--- config.mk ---
export PLATFORM = sky130hd
export DESIGN_NAME = two_level_page_walker_core
export DESIGN_NICKNAME = d
export VERILOG_FILES = /design/src/hdl/ptw_pkg.sv /design/src/hdl/ptw_in_stage.sv /design/src/hdl/ptw_walk_step.sv /design/src/hdl/ptw_out_stage.sv /design/src/hdl/two_level_page_walker_core.sv
export SDC_FILE = /design/constraint.sdc
export NUM_CORES = 1
export LEC_CHECK = 0
export BUFFER_PORTS_ARGS = -buffer_cell sky130_fd_sc_hd__buf_2
export CAP_MARGIN = 20
export CORE_ASPECT_RATIO = 1.25
export CORE_UTILIZATION = 27
export DETAILED_ROUTE_END_ITERATION = 8
export GPL_ROUTABILITY_DRIVEN = 0
export SLEW_MARGIN = 20
export SYNTH_ARGS = -nofsm -noshare
export SYNTH_HDL_FRONTEND = slang
export SYNTH_SLANG_ARGS = --single-unit
--- constraint.sdc ---
create_clock -name clk -period 6.7 [get_ports clk]
set_clock_uncertainty 0.15 [all_clocks]
set_input_delay 1.34 -clock clk [delete_from_list [all_inputs] [get_ports clk]]
set_output_delay 1.34 -clock clk [all_outputs]
set_load 0.03 [all_outputs]
--- src/hdl/ptw_pkg.sv ---
`default_nettype none

package ptw_pkg;

    localparam logic [31:0] DIR_BASE_RESET = 32'h0003_9000;
    localparam logic [12:0] PAGE_BYTES     = 13'h1000;

    localparam logic REQ_TRANSLATE = 1'b0;
    localparam logic REQ_RESPONSE  = 1'b1;

    localparam logic KIND_READ = 1'b0;
    localparam logic KIND_DONE = 1'b1;

    typedef struct packed {
        logic        req_type;
        logic [31:0] virt_addr;
        logic [15:0] access_length;
        logic [31:0] read_data;
    } ptw_item_t;

    typedef struct packed {
        logic        out_kind;
        logic [31:0] read_addr;
        logic [31:0] phys_addr;
        logic [12:0] clipped_length;
        logic        walk_fault;
    } ptw_result_t;

endpackage

`default_nettype wire

--- src/hdl/ptw_in_stage.sv ---
`default_nettype none

module ptw_in_stage
(
    input  wire logic               clk,
    input  wire logic               rst_n,
    input  wire logic               in_valid,
    output logic                    in_stall,
    input  wire ptw_pkg::ptw_item_t in_item,
    input  wire logic               take,
    output logic                    item_valid,
    output ptw_pkg::ptw_item_t      item
);

    logic               valid_reg;
    logic               valid_next;
    ptw_pkg::ptw_item_t item_reg;
    logic               load;

    // Hold a beat here until the walk step consumes it.
    assign in_stall = valid_reg && !take;
    assign load     = in_valid && !in_stall;

    always_comb
    begin
        valid_next = valid_reg;
        if (load)
        begin
            valid_next = 1'b1;
        end
        else if (take)
        begin
            valid_next = 1'b0;
        end
    end

    always_ff @(posedge clk or negedge rst_n)
    begin
        if (!rst_n)
        begin
            valid_reg <= 1'b0;
        end
        else
        begin
            valid_reg <= valid_next;
        end
    end

    always_ff @(posedge clk)
    begin
        if (load)
        begin
            item_reg <= in_item;
        end
    end

    assign item_valid = valid_reg;
    assign item       = item_reg;

endmodule

`default_nettype wire

--- src/hdl/ptw_walk_step.sv ---
`default_nettype none

module ptw_walk_step
#(
    parameter int unsigned MAX_ACCESS = 32768
)
(
    input  wire logic                 clk,
    input  wire logic                 rst_n,
    input  wire logic                 step_en,
    input  wire ptw_pkg::ptw_item_t   item,
    input  wire logic [31:0]          dir_base,
    output logic                      res_valid,
    output ptw_pkg::ptw_result_t      res
);

    typedef enum logic [1:0] {
        PH_IDLE = 2'd0,
        PH_PDE  = 2'd1,
        PH_PTE  = 2'd2
    } phase_t;

    localparam logic [15:0] MaxLen = 16'(MAX_ACCESS);

    phase_t      phase_reg;
    phase_t      phase_next;
    logic [31:0] vaddr_reg;
    logic [31:0] vaddr_next;
    logic [15:0] length_reg;
    logic [15:0] length_next;

    logic        busy;
    logic [16:0] clip_sum;
    logic [12:0] clip_len;

    // Both page sizes clip at the 4 KB page end, using va[11:0] as the offset.
    assign clip_sum = {5'b0, vaddr_reg[11:0]} + {1'b0, length_reg};
    assign clip_len = (clip_sum > 17'(ptw_pkg::PAGE_BYTES))
                    ? ptw_pkg::PAGE_BYTES - {1'b0, vaddr_reg[11:0]}
                    : length_reg[12:0];

    assign busy = (phase_reg == PH_PDE) || (phase_reg == PH_PTE);

    always_comb
    begin
        phase_next  = phase_reg;
        vaddr_next  = vaddr_reg;
        length_next = length_reg;
        res_valid   = 1'b0;
        res         = '0;
        if (item.req_type == ptw_pkg::REQ_TRANSLATE)
        begin
            if (!busy)
            begin
                res_valid   = 1'b1;
                vaddr_next  = item.virt_addr;
                length_next = (item.access_length > MaxLen) ? MaxLen : item.access_length;
                if (dir_base[11:0] != 12'h000)
                begin
                    res.out_kind   = ptw_pkg::KIND_DONE;
                    res.walk_fault = 1'b1;
                    phase_next     = PH_IDLE;
                end
                else
                begin
                    res.out_kind  = ptw_pkg::KIND_READ;
                    res.read_addr = {dir_base[31:12], item.virt_addr[31:22], 2'b00};
                    phase_next    = PH_PDE;
                end
            end
        end
        else
        begin
            case (phase_reg)
                PH_PDE:
                begin
                    res_valid = 1'b1;
                    if (!item.read_data[0])
                    begin
                        res.out_kind   = ptw_pkg::KIND_DONE;
                        res.walk_fault = 1'b1;
                        phase_next     = PH_IDLE;
                    end
                    else if (item.read_data[7])
                    begin
                        res.out_kind       = ptw_pkg::KIND_DONE;
                        res.phys_addr      = {item.read_data[31:22], vaddr_reg[21:0]};
                        res.clipped_length = clip_len;
                        phase_next         = PH_IDLE;
                    end
                    else
                    begin
                        res.out_kind  = ptw_pkg::KIND_READ;
                        res.read_addr = {item.read_data[31:12], vaddr_reg[21:12], 2'b00};
                        phase_next    = PH_PTE;
                    end
                end
                PH_PTE:
                begin
                    res_valid  = 1'b1;
                    res.out_kind = ptw_pkg::KIND_DONE;
                    phase_next = PH_IDLE;
                    if (!item.read_data[0])
                    begin
                        res.walk_fault = 1'b1;
                    end
                    else
                    begin
                        res.phys_addr      = {item.read_data[31:12], vaddr_reg[11:0]};
                        res.clipped_length = clip_len;
                    end
                end
                default:
                begin
                    // Drop a response that arrives while idle.
                    res_valid = 1'b0;
                end
            endcase
        end
    end

    always_ff @(posedge clk or negedge rst_n)
    begin
        if (!rst_n)
        begin
            phase_reg  <= PH_IDLE;
            vaddr_reg  <= '0;
            length_reg <= '0;
        end
        else if (step_en)
        begin
            phase_reg  <= phase_next;
            vaddr_reg  <= vaddr_next;
            length_reg <= length_next;
        end
    end

endmodule

`default_nettype wire

--- src/hdl/ptw_out_stage.sv ---
`default_nettype none

module ptw_out_stage
(
    input  wire logic                 clk,
    input  wire logic                 rst_n,
    input  wire logic                 load,
    input  wire ptw_pkg::ptw_result_t res_in,
    output logic                      slot_free,
    output logic                      out_valid,
    input  wire logic                 out_stall,
    output ptw_pkg::ptw_result_t      res_out
);

    logic                 valid_reg;
    logic                 valid_next;
    ptw_pkg::ptw_result_t res_reg;

    // The slot frees in the same cycle the receiver takes the beat.
    assign slot_free = !valid_reg || !out_stall;

    always_comb
    begin
        valid_next = valid_reg;
        if (load)
        begin
            valid_next = 1'b1;
        end
        else if (!out_stall)
        begin
            valid_next = 1'b0;
        end
    end

    always_ff @(posedge clk or negedge rst_n)
    begin
        if (!rst_n)
        begin
            valid_reg <= 1'b0;
        end
        else
        begin
            valid_reg <= valid_next;
        end
    end

    always_ff @(posedge clk)
    begin
        if (load)
        begin
            res_reg <= res_in;
        end
    end

    assign out_valid = valid_reg;
    assign res_out   = res_reg;

endmodule

`default_nettype wire

--- src/hdl/two_level_page_walker_core.sv ---
// Two-level page walker, 4 KB pages and 4 MB large pages.
// Input channel (in_valid / in_stall): one beat is either a translate request
// (req_type 0, virt_addr, access_length) or a memory response (req_type 1,
// read_data) to the last read this block issued.
// Output channel (out_valid / out_stall): one beat is either a read request
// (out_kind 0, read_addr) for the caller to send to memory, or a finished
// translation (out_kind 1) with phys_addr, clipped_length and walk_fault.
// Each accepted beat yields at most one result beat, which passes the input register, then
// the result register; a beat may be accepted every cycle while in_stall is low.
// A walk takes one request and up to two responses; its latency is set by
// the memory behind the caller. Requests during a walk and responses while
// idle are dropped with no result.
// cfg_we / cfg_wdata write page_dir_base; write it only while no walk is open.
// Reset clears the walk, the beats in flight, and sets page_dir_base to
// 0x39000. While out_stall is high the result is held, and in_stall rises
// as soon as the input register also holds a beat.
`default_nettype none

module two_level_page_walker_core
#(
    parameter int unsigned MAX_ACCESS = 32768
)
(
    input  wire logic        clk,
    input  wire logic        rst_n,
    input  wire logic        cfg_we,
    input  wire logic [31:0] cfg_wdata,
    input  wire logic        in_valid,
    output logic             in_stall,
    input  wire logic        req_type,
    input  wire logic [31:0] virt_addr,
    input  wire logic [15:0] access_length,
    input  wire logic [31:0] read_data,
    output logic             out_valid,
    input  wire logic        out_stall,
    output logic             out_kind,
    output logic [31:0]      read_addr,
    output logic [31:0]      phys_addr,
    output logic [12:0]      clipped_length,
    output logic             walk_fault
);

    logic [31:0]          dir_base_reg;
    ptw_pkg::ptw_item_t   in_item;
    ptw_pkg::ptw_item_t   item;
    logic                 item_valid;
    logic                 step_en;
    logic                 slot_free;
    logic                 res_valid;
    ptw_pkg::ptw_result_t res;
    ptw_pkg::ptw_result_t res_out;

    always_ff @(posedge clk or negedge rst_n)
    begin
        if (!rst_n)
        begin
            dir_base_reg <= ptw_pkg::DIR_BASE_RESET;
        end
        else if (cfg_we)
        begin
            dir_base_reg <= cfg_wdata;
        end
    end

    assign in_item.req_type      = req_type;
    assign in_item.virt_addr     = virt_addr;
    assign in_item.access_length = access_length;
    assign in_item.read_data     = read_data;

    // Advance a held beat only when the result register can take its result.
    assign step_en = item_valid && slot_free;

    ptw_in_stage u_in
    (
        .clk        (clk),
        .rst_n      (rst_n),
        .in_valid   (in_valid),
        .in_stall   (in_stall),
        .in_item    (in_item),
        .take       (step_en),
        .item_valid (item_valid),
        .item       (item)
    );

    ptw_walk_step #(.MAX_ACCESS(MAX_ACCESS)) u_walk
    (
        .clk       (clk),
        .rst_n     (rst_n),
        .step_en   (step_en),
        .item      (item),
        .dir_base  (dir_base_reg),
        .res_valid (res_valid),
        .res       (res)
    );

    ptw_out_stage u_out
    (
        .clk       (clk),
        .rst_n     (rst_n),
        .load      (step_en && res_valid),
        .res_in    (res),
        .slot_free (slot_free),
        .out_valid (out_valid),
        .out_stall (out_stall),
        .res_out   (res_out)
    );

    assign out_kind       = res_out.out_kind;
    assign read_addr      = res_out.read_addr;
    assign phys_addr      = res_out.phys_addr;
    assign clipped_length = res_out.clipped_length;
    assign walk_fault     = res_out.walk_fault;

endmodule

`default_nettype wire

==> metrics.md <==
| Metric | Value |
|---|---|
| YS warnings | 0 |
| CP top delay family | simple AND/OR/NAND/NOR gates |
| Seq cells post-synth | 222 |
| TritonCTS clock tree | built |
| Layout Nets | 932 |
| ANT nets after route | 0 |
| Hold Vio Cnt, Final | 0 |
| Cell Count, Final, Fillers Out | 1242 |
| Synthesis-to-layout area growth | 23.9% |
| Cell mode on critical path | a21oi_1 |
| GR Overflow Total | 0 |
| # IOs | 199 |
| CP cell instances | ha_1 > fa_1 > a21oi_1 > o21a_1 > o311ai_1 > or4_1 > o311a_1 > nor3_2 > nand3_1 > a21oi_1 |
| Most numerous cell in the Yosys netlist | edfxtp_1 |
| Die W | 167 microns |
| Sequential Area | 0.00630 sq mm |
| Worst R2R Path Depth | 10 |
| Leakage Power | 4.49 nW |
| # DRC | 0 |
| Worst hold path depth | 1 |
| Die Span Y | 208 microns |
| Postcts setup bufs | 0 |
| Rows | 75 |
| Syn_area_per_cell | 15.2 sq um |
| Worst EP arrival | 3.96 ns |
| Root buffer cell | clkbuf_16 |
| Initial Util | 27.4% |
| Slew @ Worst Pin | 1.04 ns |
| H-tree levels | 1 |
| Buffers and inverters on the worst path | 0 |
| Initial antenna violation count | 8 |
| Reg2reg start | u_walk.vaddr_reg[0] |
| Relative max-transition margin | 30.9% |
| Instance count of the mapped netlist | 605 |
| PwrDens | 329 mW/mm^2 |
| Core area | 0.0335 sq mm |
| Placed Cells | 1192 |
| Critical Path RT | 6.93 ns |
| Ys async rst share | 33.3% |
| Total Power | 0.00373 W |
| IO Port Bufs | 186 |
| Total track usage | 13.2% |
| Area of the multi-input gates | 0.00269 sq mm |
| First-pass GRT wire length | 34.6 mm |
| Area leader, netlist | edfxtp_1 |
| Unrepaired setup endpoints after global routing | no |
| Fmax | 0.268 GHz |
| Clk sinks | 222 |
| Dpl hpwl | 16.1 mm |
| Vias | 5764 |
| Die Footprint | 0.0347 sq mm |
| CTS buffer count | 25 |
| Min cycle time layout | 3.73 ns |
| TNS Setup | 0 ns |
| Yosys cell types | 62 |
| Worst Path Max Fanout | 13 |
| WL final | 22.9 mm |
| Vias per inst | 4.64 |
| Top cells by count, synth | edfxtp_1, dfrtp_1, mux2_2, a22o_1, nor2_1 |
| Final Util | 33.9% |
| Yosys top cell area share | 48.5% |
| Fill cells | 3232 |
| Startpoint Class | register |
| CTS Buffer Depth | 3 |
| Total of max-cap violations | 0 |
| Worst skew pair latency | 0.55 ns |
| Layout cells sized above 1 | 39.4% |
| Slowest stage delay, CP | 0.57 ns |
| Worst reg-to-reg setup slack | 2.97 ns |
| Post-route clock period utilization | 55.7% |
| Hold Path Class | reg -> reg |
| CP Capture Type | register |
| DR iter-0 viols | 300 |
| Largest net degree at the start of global routing | 72 |
| Largest cells by area after synthesis | edfxtp_1, dfrtp_1, mux2_2, a22o_1, ha_1 |
| Vias in the first global route | 5901 |
| Worst hold path startpoint | u_in.item[59] |
| Final setup viols | 0 |
| CP max-delay cell | nor3_2 |
| Cell Area, Synth | 0.00917 sq mm |
| Crit Path Class | reg -> reg |
| Clock slew at reported path FFs | 0.07 ns |
| Worst Hold Path EP | u_walk.vaddr_reg[11] |
| Maximum vdd drop | 228 uV |
| Top FF cell, synth | edfxtp_1 |
| Status | finished, final reports clean |
| Reg-to-Reg End | u_out.res_out[12] |
| EDFF count, synth | 148 |
| # hold bufs at CTS | 0 |
| Post-CTS sizing | 0 |
| Slew Viols, Final | 0 |
| WL/cell | 18.5 microns |
| Pre-Repair DR Iteration Count | 4 |
| Max FFs per register | 77 |
| Post-synthesis sequential area ratio | 68.7% |
## cells by family after synthesis
logic type               Yosys count  share of synthesized area, %
other                              1                        0.0409
buffers and inverters             40                          2.17
XOR/XNOR                          14                          1.34
flip-flops                       222                          68.7
AO/OA/AOI/OAI                    127                          10.6
AND/OR/NAND/NOR                  127                          7.70
multiplexers                      56                          6.86
adder cells (fa/ha/maj)           18                          2.54
## per-stage QoR
| step | area, sq um | hold WS, ns | setup slack [ns] |
|---|---|---|---|
| 6_report | 11400 | 0.324 | 2.97 |
| 5_1_grt | 11300 | 0.337 | 2.73 |
| 4_1_cts | 11300 | 0.326 | 2.98 |
| 3_5_place_dp | 10500 | 0.315 | 3.01 |
| 3_3_place_gp | 10500 | 0.306 | 3.07 |
| 2_1_floorplan | 9170 | 0.305 | 1.32 |
## cells in the final DEF, fill, tap and decap left out, types with 6 or more instances in the layout
master,instances
xor2_1,9
o21ai_2,10
nand3_1,18
a22o_1,41
nand2b_1,6
ha_1,17
buf_4,8
and2_1,22
a22oi_1,10
mux2_2,55
clkinv_2,7
inv_1,10
clkbuf_16,25
dfrtp_1,70
a21oi_1,21
nor4_1,7
edfxtp_1,148
nor2_1,25
buf_2,185
o21ai_0,8
nand2_1,16
## layer usage
layer | vias to the layer above | track usage (%) | part of all wire, %
met2 | 208 | 22.2 | 48
met4 | 8 | 5.43 | 3.1
li1 | 2701 | - | -
met3 | 49 | 4.30 | 8.5
met5 | - | 0 | 0.17
met1 | 2798 | 15.4 | 40
## where the power goes
| part | leakage [nW] | internal [W] | switching, W |
|---|---|---|---|
| clock | 0.395 | 0.000749 | 0.000582 |
| sequential | 2.32 | 0.00161 | 0.000127 |
| combinational | 1.77 | 0.000268 | 0.000396 |
## cell type report
class | count | share of cell area (%)
timing repair buffer | 193 | 8.68
tap | 423 | 4.66
sequential | 222 | 55.5
multi-input combinational | 344 | 23.7
clock buffer | 29 | 5.73
clock inverter | 17 | 1.32
inverter | 10 | 0.331
antenna | 4 | 0.0881
## how the worst max path moves through the flow
stage | startpoint | endpoint | depth (start not counted)
CTS | u_walk.vaddr_reg[0] | u_out.res_out[12] | 10
global placement | u_walk.vaddr_reg[0] | u_out.res_out[4] | 10
detailed placement | u_walk.vaddr_reg[0] | u_out.res_out[12] | 10
global route | u_walk.vaddr_reg[0] | u_out.res_out[12] | 10
finish | u_walk.vaddr_reg[0] | u_out.res_out[12] | 10
floorplan | out_stall | u_out.res_out[0] | 3
Power figures use the tool's default switching activity.
